**src/hdl/gle_pkg.sv**
```systemverilog
// shared constants, types and helper functions of the gray laplacian edge block
// no dependencies; every other file of the block but gle_ram refers to this package by scoped names
`default_nettype none

package gle_pkg;

    // line store geometry
    localparam int MAX_WIDTH = 2048;
    localparam int COL_W     = $clog2(MAX_WIDTH);
    localparam int NUM_SLOTS = 3;
    localparam int SLOT_W    = 2;
    localparam int GRAY_W    = 8;
    localparam int WORD_W    = NUM_SLOTS * GRAY_W;

    // counters and configuration fields
    localparam int ROW_W      = 16;
    localparam int FW_W       = 12;
    localparam int FH_W       = 16;
    localparam int THR_W      = 8;
    localparam int EW_W       = (COL_W + 1 > FW_W) ? COL_W + 1 : FW_W;
    localparam int CFG_IDX_W  = 2;
    localparam int CFG_DATA_W = 16;

    localparam logic [FW_W-1:0]  FW_RESET  = FW_W'(640);
    localparam logic [FH_W-1:0]  FH_RESET  = FH_W'(480);
    localparam logic [THR_W-1:0] THR_RESET = THR_W'(128);

    typedef enum logic [CFG_IDX_W-1:0] {
        CFG_FRAME_WIDTH    = 2'd0,
        CFG_FRAME_HEIGHT   = 2'd1,
        CFG_EDGE_THRESHOLD = 2'd2
    } cfg_index_t;

    // request opcodes
    localparam logic OP_PIXEL = 1'b0;
    localparam logic OP_DRAIN = 1'b1;

    // luma weights, 16 fractional bits
    localparam int          SUM_W  = 24;
    localparam logic [15:0] COEF_R = 16'd19595;
    localparam logic [15:0] COEF_G = 16'd38470;
    localparam logic [15:0] COEF_B = 16'd7471;

    // signed laplacian sum, -1020..1020
    localparam int LAP_W = 12;

    // result queue
    localparam int QUEUE_DEPTH = 3;
    localparam int QPTR_W      = 2;
    localparam int QCNT_W      = 2;

    typedef struct packed {
        logic              wr_en;
        logic              emit;
        logic              drain;
        logic              use_left;
        logic              last;
        logic [COL_W-1:0]  addr_a;
        logic [SLOT_W-1:0] wr_slot;
        logic [SLOT_W-1:0] ctr_slot;
        logic [SLOT_W-1:0] up_slot;
        logic [GRAY_W-1:0] gray;
    } s1_req_t;

    typedef struct packed {
        logic edge_res;
        logic frame_last;
    } result_t;

    function automatic logic [SLOT_W-1:0] slot_next(input logic [SLOT_W-1:0] s);
        return (s == SLOT_W'(NUM_SLOTS - 1)) ? '0 : s + 1'b1;
    endfunction

    function automatic logic [SLOT_W-1:0] slot_prev(input logic [SLOT_W-1:0] s);
        return (s == '0) ? SLOT_W'(NUM_SLOTS - 1) : s - 1'b1;
    endfunction

    function automatic logic [GRAY_W-1:0] slot_byte(input logic [WORD_W-1:0] w,
                                                    input logic [SLOT_W-1:0] s);
        logic [GRAY_W-1:0] b;
        case (s)
            2'd1:    b = w[GRAY_W +: GRAY_W];
            2'd2:    b = w[2*GRAY_W +: GRAY_W];
            default: b = w[0 +: GRAY_W];
        endcase
        return b;
    endfunction

    function automatic logic [WORD_W-1:0] slot_merge(input logic [WORD_W-1:0] w,
                                                     input logic [SLOT_W-1:0] s,
                                                     input logic [GRAY_W-1:0] g);
        logic [WORD_W-1:0] r;
        r = w;
        case (s)
            2'd1:    r[GRAY_W +: GRAY_W]   = g;
            2'd2:    r[2*GRAY_W +: GRAY_W] = g;
            default: r[0 +: GRAY_W]        = g;
        endcase
        return r;
    endfunction

    function automatic logic [GRAY_W-1:0] gray_of(input logic [7:0] r,
                                                  input logic [7:0] g,
                                                  input logic [7:0] b);
        logic [SUM_W-1:0] sum;
        sum = SUM_W'(r) * SUM_W'(COEF_R) + SUM_W'(g) * SUM_W'(COEF_G)
            + SUM_W'(b) * SUM_W'(COEF_B);
        return sum[SUM_W-1 -: GRAY_W];
    endfunction

endpackage

`default_nettype wire

```
**src/hdl/gle_outq.sv**
```systemverilog
// three-entry result queue between the stencil stage and the output channel
// depends on gle_pkg
`default_nettype none

module gle_outq (
    input  wire logic                        clk,
    input  wire logic                        rst_n,
    input  wire logic                        push,
    input  wire gle_pkg::result_t            push_data,
    input  wire logic                        pop,
    output logic                             not_empty,
    output gle_pkg::result_t                 head,
    output logic      [gle_pkg::QCNT_W-1:0]  count
);

    gle_pkg::result_t            entry_reg [gle_pkg::QUEUE_DEPTH];
    logic [gle_pkg::QPTR_W-1:0]  wr_ptr_reg, wr_ptr_next;
    logic [gle_pkg::QPTR_W-1:0]  rd_ptr_reg, rd_ptr_next;
    logic [gle_pkg::QCNT_W-1:0]  cnt_reg,    cnt_next;
    logic                        do_pop;

    assign not_empty = (cnt_reg != '0);
    assign head      = entry_reg[rd_ptr_reg];
    assign count     = cnt_reg;
    assign do_pop    = pop && not_empty;

    always_comb
    begin
        wr_ptr_next = wr_ptr_reg;
        rd_ptr_next = rd_ptr_reg;
        cnt_next    = cnt_reg;
        if (push)
        begin
            wr_ptr_next = (wr_ptr_reg == gle_pkg::QPTR_W'(gle_pkg::QUEUE_DEPTH - 1))
                        ? '0 : wr_ptr_reg + 1'b1;
        end
        if (do_pop)
        begin
            rd_ptr_next = (rd_ptr_reg == gle_pkg::QPTR_W'(gle_pkg::QUEUE_DEPTH - 1))
                        ? '0 : rd_ptr_reg + 1'b1;
        end
        if (push && !do_pop)
        begin
            cnt_next = cnt_reg + 1'b1;
        end
        else if (!push && do_pop)
        begin
            cnt_next = cnt_reg - 1'b1;
        end
    end

    always_ff @(posedge clk or negedge rst_n)
    begin
        if (!rst_n)
        begin
            wr_ptr_reg <= '0;
            rd_ptr_reg <= '0;
            cnt_reg    <= '0;
        end
        else
        begin
            wr_ptr_reg <= wr_ptr_next;
            rd_ptr_reg <= rd_ptr_next;
            cnt_reg    <= cnt_next;
        end
    end

    always_ff @(posedge clk)
    begin
        if (push)
        begin
            entry_reg[wr_ptr_reg] <= push_data;
        end
    end

endmodule

`default_nettype wire

```
**config.mk**
```make
export PLATFORM = sky130hd
export DESIGN_NAME = gle_outq
export DESIGN_NICKNAME = d
export VERILOG_FILES = /design/src/hdl/gle_pkg.sv /design/src/hdl/gle_outq.sv
export SDC_FILE = /design/constraint.sdc
export NUM_CORES = 1
export LEC_CHECK = 0
export BUFFER_PORTS_ARGS = -buffer_cell sky130_fd_sc_hd__buf_4
export CAP_MARGIN = 20
export CELL_PAD_IN_SITES_DETAIL_PLACEMENT = 1
export CELL_PAD_IN_SITES_GLOBAL_PLACEMENT = 2
export CORE_UTILIZATION = 35
export CTS_BUF_LIST = sky130_fd_sc_hd__clkbuf_2
export DETAILED_ROUTE_END_ITERATION = 8
export GPL_TIMING_DRIVEN = 0
export PLACE_DENSITY_LB_ADDON = 0.3
export SETUP_SLACK_MARGIN = 0.5
export SLEW_MARGIN = 20
export SYNTH_ARGS = -nofsm -noshare
export SYNTH_HDL_FRONTEND = slang
export SYNTH_SLANG_ARGS = --single-unit
export TNS_END_PERCENT = 30
```
**constraint.sdc**
```tcl
create_clock -name clk -period 1.39 [get_ports clk]
set_input_delay 0.139 -clock clk [delete_from_list [all_inputs] [get_ports clk]]
set_output_delay 0.139 -clock clk [all_outputs]
set_load 0.005 [all_outputs]
```
==> results.cfg, run 1 <==
[clock_tree]
cts_tree = done
numCtsBuffers = 3
cts-root-buf = clkbuf_2
clkTransAtPathRegs_ns = 0.11
clkSinkCount = 12
cts-htree-levels = 1
clk_latency_ns = 0.26
clockBufferDepth = 2

[layout]
antenna_cells = 0
layout_common_cells = buf_4 (14), edfxtp_1 (6), nand2_1 (4), clkbuf_2 (4), dfrtp_2 (4)
area_delta_synth_final_pct = 41.48
fin_area_um2 = 695.7
largest_reg_flops = 6
layout_commonest_cell = buf_4
fin_nets = 65
final_util_pct = 53.46
final_layout_size_suffix_gt1_share_pct = 47.37

[synthesis]
muxShareOfSynthArea_pct = 4.071
synth_top_area_cell = edfxtp_1
ys_top_cells_by_area = edfxtp_1 (37%), dfrtp_1 (31%), a21o_1 (4.6%)
synth.net_count = 44
synth-seq-area-share_pct = 67.18
synth-adder-area-share_pct = 2.545
avgSynthCellArea_um2 = 13.29
synth.cell_area_um2 = 491.7
ys_types = 16
yosys_warnings = 0
ys_seq_elements = 12
synthCells = 37
synth_top_area_share_pct = 36.64
synth_compound_area_share_pct = 9.415
yosys.area_share.xor_xnor_pct = 5.344
synthSimpleGateAreaFrac_pct = 10.69
synth_top_family_by_area = simple AND/OR/NAND/NOR gates

[floorplanning]
design.core.area_mm2 = 0.001301
ios = 11
initial_core_util_pct = 37.79
die_x_um = 39.48
die_y_um = 39.48
rows = 13
dieArea_mm2 = 0.001559

[timing]
max_slew_margin_pct = 76.94
setup_tns_ns = 0
final_hold_viol_count = 0
clock.fmax_mhz = 785.7
finalSetupViolCount = 0
slew_violations = 0
rsz0062_at_grt = true
skew_ns = 0.01182
holdWs_ns = 0.06603
period_needed_ns = 1.273
tightest_slew_ns = 0.3452
fin_crit_sh_pct = 91.57

[outcome]
outcome = completed

[job]
maxCapViolCount = 0

[pwr]
power_mw = 1.390
power.share.switching_pct = 32.91
power_density_mw_per_mm2 = 1998
power.clock.fraction_pct = 13.0
leakage_nw = 0.3101
pwr-share-comb_pct = 41.8
irDropWorstVdd_uv = 1042
power.internal_mw = 0.9323
net-switching-power_mw = 0.4574
sequentialPowerShare_pct = 45.2

[drt]
drc = 0
routedWlPerCell_um = 13.32
wl_um = 959
final_antenna_net_count = 0
via_per_inst = 4.917
vias = 354
drt_iter0_markers = 8
firstDrtPassIters = 4

[worst_setup_path]
r2r_start = count[1]
cp-start-kind = flop
critPathArrivalTime_ns = 1.41
startpoint = count[1]
path_class = reg -> reg
worstPathMaxFanout = 4
end_kind = flop
cp.required_ns = 1.53

[worst_hold_path]
hold_class = in -> reg
min_from = push_data[0]

[placed_design]
place_area_um2 = 606.8
place.gp.congestion = 0.5931
port_buffers = 10
hpwlAfterDp_um = 686.3

[grt]
gr-total-overflow = 0
grt_max_degree = 8
grt_pass1_wl_um = 1414
first_global_vias = 309
antenna_found_initial = 0
grt_usage_pct = 15.08
==> worst paths after layout <==
kind | to | slack [ns] | cells after the start
worst max-delay path | count[1] | 0.12 | 5
worst min-delay path | entry_reg[1][0] | 0.07 | 1
worst max register to register | count[1] | 0.12 | 5
worst min register to register | wr_ptr_reg[0] | 0.57 | 1
max in group asynchronous | wr_ptr_reg[0] | 1.03 | 2
min in group asynchronous | rd_ptr_reg[0] | 0.22 | 2
==> cell usage after synthesis <==
| master | number |
|---|---|
| dfrtp_1 | 6 |
| edfxtp_1 | 6 |
| nand2_1 | 4 |
| a21o_1 | 3 |
| o21ai_1 | 3 |
| mux2i_1 | 2 |
| nor2_1 | 2 |
| nor3_1 | 2 |
| xor2_1 | 2 |
| ha_1 | 1 |
| inv_1 | 1 |
| nand2b_1 | 1 |
| nor3b_1 | 1 |
| o21ai_2 | 1 |
| or2_2 | 1 |
| xnor2_1 | 1 |
==> timing repair <==
action | 4_1_cts | 5_1_grt
buffers inserted | 4 | 1
endpoints found under the hold margin | 6 | 0
pin swaps | 4 | 2
hold buffers | 1 | 0
setup endpoints to repair | 16 | 17
resized for setup | 3 | 4
gates cloned | 0 | 0
==> logic make-up (layout without fill, tap and decap cells) <==
kind of cell    count (synthesis)  in the layout
mux                             2              2
flops                          12             12
buf+inv                         1             21
fa+ha+maj                       1              1
compound gates                  7              7
xor+xnor                        3              3
simple gates                   11             11
==> metrics by stage <==
| step | cells | worst slack [ns] |
|---|---|---|
| after global placement | 62 | 0.1092 |
| after global routing | 72 | 0.01854 |
| after detailed placement | 62 | 0.04771 |
| final | 72 | 0.1172 |
| after CTS | 71 | 0.1197 |
| after floorplan | 37 | 0.1429 |
==> power by group through the flow <==
stage	logic (mW)	registers (mW)	clock network, mW
after floorplan	0.251	0.612	0
after global placement	0.407	0.621	0
after detailed placement	0.438	0.638	0
after CTS	0.552	0.613	0.188
after global routing	0.646	0.645	0.202
final	0.581	0.628	0.180
==> layout make-up <==
| cell class | count | area [µm²] |
|---|---|---|
| Timing Repair Buffer | 16 | 126.4 |
| Sequential cell | 12 | 335.3 |
| Inverter | 1 | 3.754 |
| Clock buffer | 4 | 20.02 |
| Fill cell | 142 | 605.6 |
| Tap cell | 15 | 18.77 |
| Multi-Input combinational cell | 24 | 191.4 |
==> worst max-delay path, stage by stage, from the launching register on <==
cell and delay [ns]:
dfrtp_2 0.45, o21ai_4 0.19, ha_4 0.15, xor2_1 0.14, nor2_1 0.07, xor2_1 0.16
==> metal layers <==
layer	global-route usage, %	vias up	wire (µm)
li1	-	169	-
met1	15.38	176	355
met2	25.41	7	558
met3	6.818	2	34
met4	7.759	0	12
met5	0	-	0
Power figures use the tool's default switching activity.
==> run 2, diff against run 1 <==
--- a/config.mk
+++ b/config.mk
@@ -9,6 +9,7 @@
 export CAP_MARGIN = 20
 export CELL_PAD_IN_SITES_DETAIL_PLACEMENT = 1
 export CELL_PAD_IN_SITES_GLOBAL_PLACEMENT = 2
+export CORE_MARGIN = 2
 export CORE_UTILIZATION = 35
 export CTS_BUF_LIST = sky130_fd_sc_hd__clkbuf_2
 export DETAILED_ROUTE_END_ITERATION = 8
==> results.cfg, run 2 (synthesis results as in run 1) <==
[outcome]
outcome = completed

[pwr]
leakage_nw = 0.3079
power_mw = 1.366
power_density_mw_per_mm2 = 1985
irDropWorstVdd_uv = 791.2

[worst_setup_path]
worst_path_largest_cell_delay_ns = 0.46
path_common_cell = xor2_1
crit_path_top_delay_cell = dfrtp_2
crit_buf_inv = 0
ff2ff_path_depth = 5
cp.required_ns = 1.55
cp-start-kind = flop
critical_path.top_delay_family = flip-flops
path_cells = o21ai_4 -> ha_4 -> xor2_1 -> nor2_2 -> xor2_1
r2r_slack_ns = 0.12
critPathArrivalTime_ns = 1.43
rr_endpoint = count[1]
r2r_start = count[0]
end_kind = flop
worstPathMaxFanout = 4
path_class = reg -> reg

[timing]
fin_crit_sh_pct = 91.24
rsz0062_at_grt = true
final_hold_viol_count = 0
period_needed_ns = 1.268
setup_tns_ns = 0
skew_ns = 0.006062
slew_violations = 0
clock.fmax_mhz = 788.5
max_slew_margin_pct = 71.72
worst_slack_ns = 0.1218
tightest_slew_ns = 0.4209
finalSetupViolCount = 0

[worst_hold_path]
whs_path_depth = 1
hold_class = in -> reg
min_from = push_data[1]
whs_endpoint = entry_reg[2][1]

[clock_tree]
cts-htree-levels = 1
clkSinkCount = 12
cts-root-buf = clkbuf_2
cts_tree = done
clockBufferDepth = 2
clk_latency_ns = 0.27
numCtsBuffers = 3
clkTransAtPathRegs_ns = 0.11

[grt]
grt_usage_pct = 12.94
antenna_found_initial = 0
grt_max_degree = 8
first_global_vias = 362
gr-total-overflow = 0
grt_pass1_wl_um = 1580

[floorplanning]
design.core.area_mm2 = 0.001301
ios = 11
dieArea_mm2 = 0.001721
die_x_um = 41.48
die_y_um = 41.48
rows = 13
initial_core_util_pct = 37.79

[drt]
wl_um = 937
routedWlPerCell_um = 13.01
firstDrtPassIters = 3
final_antenna_net_count = 0
via_per_inst = 4.833
vias = 348
drc = 0
drt_iter0_markers = 7

[layout]
layout_common_cells = buf_4 (14), edfxtp_1 (6), nand2_1 (4), dfrtp_1 (4)
nFillCells = 147
area_delta_synth_final_pct = 39.95
final_util_pct = 52.88
fin_area_um2 = 688.2
layout_commonest_cell = buf_4
fin_nets = 65
final_layout_size_suffix_gt1_share_pct = 43.86
largest_reg_flops = 6
antenna_cells = 0

[job]
maxCapViolCount = 0

[placed_design]
post-place-ws_ns = 0.04051
port_buffers = 10
place_area_um2 = 606.8
hpwlAfterDp_um = 731.2
place.gp.congestion = 0.5884
-- run 2: changes by cell type in the layout (fill, tap and decap cells not counted) --
cell      delta
clkbuf_2     -1
nor3b_2      +1
clkinv_1     +1
dfrtp_2      -2
nor2_1       -1
nor3_4       -1
dfrtp_1      +2
nor2_2       +1
nor3_1       +1
nor3b_1      -1
-- run 2: layout make-up --
type / count / area [µm²] / share of cell area (%)
clock inverters: 1 / 3.754 / 0.5455
well taps: 15 / 18.77 / 2.727
multi-input cells: 24 / 187.7 / 27.27
inverters: 1 / 3.754 / 0.5455
flip-flops and latches: 12 / 332.8 / 48.36
clock buffers: 3 / 15.01 / 2.182
repair buffers: 16 / 126.4 / 18.36
-- run 2: worst max-delay path by stage --
stage,depth (start not counted),endpoint,from
after detailed placement,4,count[1],count[0]
after CTS,3,head[0],rd_ptr_reg[0]
after global routing,3,head[0],rd_ptr_reg[0]
final,5,count[1],count[0]
after floorplan,5,count[1],count[0]
after global placement,5,count[1],count[0]
-- run 2: power breakdown --
group          switching [mW]  internal [mW]  total, mW
logic                   0.224          0.355      0.579
registers               0.118          0.496      0.613
clock network           0.112         0.0625      0.174
-- run 2: metrics by stage --
stage	instances	hold WS, ns
after detailed placement	62	-0.04503
after floorplan	37	-0.1566
after global placement	62	-0.05177
after global routing	72	0.04006
after CTS	71	0.04637
final	72	0.05628
-- run 2: repair_timing --
action | in CTS | in global routing
resized for setup | 4 | 1
setup buffers | 4 | 1
endpoints found under the hold margin | 6 | 0
pin swaps | 5 | 6
hold buffers | 1 | 0
endpoints found under the setup margin | 16 | 17
-- run 2: layer usage --
| layer | global-route usage [%] | share of wire (%) |
|---|---|---|
| met1 | 14.37 | 38 |
| met2 | 20.63 | 58 |
| met3 | 3.913 | 3.3 |
| met4 | 9.677 | 1.2 |
| met5 | 0 | 0 |
==> run 3, diff against run 2 <==
--- a/config.mk
+++ b/config.mk
@@ -5,12 +5,12 @@
 export SDC_FILE = /design/constraint.sdc
 export NUM_CORES = 1
 export LEC_CHECK = 0
+export ABC_AREA = 1
 export BUFFER_PORTS_ARGS = -buffer_cell sky130_fd_sc_hd__buf_4
-export CAP_MARGIN = 20
 export CELL_PAD_IN_SITES_DETAIL_PLACEMENT = 1
 export CELL_PAD_IN_SITES_GLOBAL_PLACEMENT = 2
 export CORE_MARGIN = 2
-export CORE_UTILIZATION = 35
+export CORE_UTILIZATION = 33
 export CTS_BUF_LIST = sky130_fd_sc_hd__clkbuf_2
 export DETAILED_ROUTE_END_ITERATION = 8
 export GPL_TIMING_DRIVEN = 0
==> results.cfg, run 3 <==
[placed_design]
dp.cells = 79
post-place-ws_ns = 0.1936
port_buffers = 10
place.gp.congestion = 0.6943
hpwlAfterDp_um = 687
place_area_um2 = 641.9

[timing]
slew_violations = 0
holdWs_ns = 0.07994
max_slew_margin_pct = 86.50
final_hold_viol_count = 0
period_needed_ns = 1.272
rsz0062_at_grt = true
finalSetupViolCount = 0
fin_crit_sh_pct = 91.53
worst_slack_ns = 0.1177
skew_ns = 0.01213
setup_tns_ns = 0
clock.fmax_mhz = 786.0
tightest_slew_ns = 0.2025

[layout]
area_delta_synth_final_pct = 41.13
fin_area_um2 = 747.0
layout_common_cells = buf_4 (17), nand2_1 (14), nand3_1 (6), dfrtp_1 (6), edfxtp_1 (6)
final_cells = 92
seq_area_um2 = 330.3
final_util_pct = 49.58
layout_commonest_cell = buf_4
nFillCells = 184
largest_reg_flops = 6
final_layout_size_suffix_gt1_share_pct = 42.11
antenna_cells = 0
multiInputGateArea_um2 = 192.7
fin_nets = 84

[synthesis]
synthArstFlopShare_pct = 50.00
synth.most_common_cell = nand2_1
synth_common_cells = nand2_1 (15), inv_1 (7), nand3_1 (7)
avgSynthCellArea_um2 = 9.986
synth-seq-area-share_pct = 62.41
ys_types = 13
synth.cell_area_um2 = 529.3
yosys_warnings = 0
ys_top_cells_by_area = edfxtp_1 (34%), dfrtp_1 (28%), nand2_1 (11%)
synth_top_area_cell = edfxtp_1
synth_top_area_share_pct = 34.04
ys_seq_elements = 12
synth.net_count = 60
synthFlopType = edfxtp_1
synth_edf_count = 6
synthCells = 53

[worst_setup_path]
critPathArrivalTime_ns = 1.13
startpoint = rd_ptr_reg[1]
path_common_cell = buf_4
path_class = reg -> out
crit_path_top_delay_cell = dfrtp_1
cp-start-kind = flop
end_kind = output pin
path_cells = buf_4 -> nand2_1 -> nand3_1 -> buf_4
r2r_slack_ns = 0.26
worstPathMaxFanout = 4
worst_path_largest_cell_delay_ns = 0.46
cp.required_ns = 1.25
r2r_start = count[1]

[job]
maxCapViolCount = 0

[drt]
final_antenna_net_count = 0
routedWlPerCell_um = 10.98
drt_iter0_markers = 5
via_per_inst = 4.533
vias = 417
firstDrtPassIters = 4
wl_um = 1010
drc = 0

[pwr]
power_density_mw_per_mm2 = 2048
irDropWorstVdd_uv = 885.4
leakage_nw = 0.3690
power_mw = 1.530

[floorplanning]
die_y_um = 44.05
rows = 14
ios = 11
design.core.area_mm2 = 0.001506
dieArea_mm2 = 0.001940
initial_core_util_pct = 35.13
die_x_um = 44.05

[clock_tree]
clkSinkCount = 12
cts_tree = done
cts-htree-levels = 1
clockBufferDepth = 2
clkTransAtPathRegs_ns = 0.12
numCtsBuffers = 3
cts-root-buf = clkbuf_2
clk_latency_ns = 0.26

[grt]
gr-total-overflow = 0
grt_usage_pct = 12.75
grt_max_degree = 8
first_global_vias = 425
antenna_found_initial = 0
grt_pass1_wl_um = 1669

[outcome]
outcome = completed

[worst_hold_path]
min_from = push_data[0]
hold_class = in -> reg
==> run 3: cell count changes after synthesis, moves of 2 or more <==
cell	change
a21o_1	-3
inv_1	+6
inv_2	+2
mux2i_1	-2
nand2_1	+11
nand2_4	+2
nand3_1	+7
nor3_1	-2
o21ai_0	+2
o21ai_1	-3
xor2_1	-2
==> run 3: layer usage <==
metal | routed length, µm | track usage [%]
met1 | 446 | 14.63
met2 | 515 | 18.24
met4 | 15 | 15.15
met3 | 33 | 2.449
met5 | 0 | 0
==> run 3: repair_timing <==
action / CTS / global route
setup buffers: 7 / 1
pin swaps: 3 / 2
cloned: 0 / 0
gates resized for setup: 2 / 3
endpoints found under the hold margin: 6 / 0
endpoints found under the setup margin: 14 / 15
hold buffers: 1 / 0
==> run 3: worst max-delay path: cells and delay by family, from the launching register on <==
family | cells | cell delay, ns
buffers and inverters | 2 | 0.29
flip-flops | 1 | 0.46
AND/OR/NAND/NOR | 2 | 0.12
==> run 3: power by group <==
group,leakage (nW),internal (mW),switching (mW)
clock,0.0140,0.0625,0.109
sequential,0.130,0.488,0.0798
combinational,0.225,0.433,0.358
==> run 3: cells by family after synthesis <==
kind of cell             synth area share (%)
AO/OA/AOI/OAI                           1.891
flip-flops                              62.41
XOR/XNOR                                1.655
AND/OR/NAND/NOR                         25.30
adder cells (fa/ha/maj)                 2.364
buffers and inverters                   6.384
==> run 3: layout make-up <==
| class | instances | area share (%) |
|---|---|---|
| clock buffer | 3 | 2.010 |
| clock inverter | 1 | 0.5025 |
| inverter | 9 | 4.858 |
| multi-input combinational | 32 | 25.80 |
| sequential | 12 | 44.22 |
| tap | 16 | 2.680 |
| timing repair buffer | 19 | 19.93 |
==> run 3: path summary, 6_finish.rpt <==
check,end,cells past startpoint
setup / recovery,head[1],4
hold / removal,entry_reg[0][0],1
setup reg to reg,count[1],7
hold reg to reg,wr_ptr_reg[1],2
max in group asynchronous,wr_ptr_reg[0],2
min in group asynchronous,rd_ptr_reg[0],2
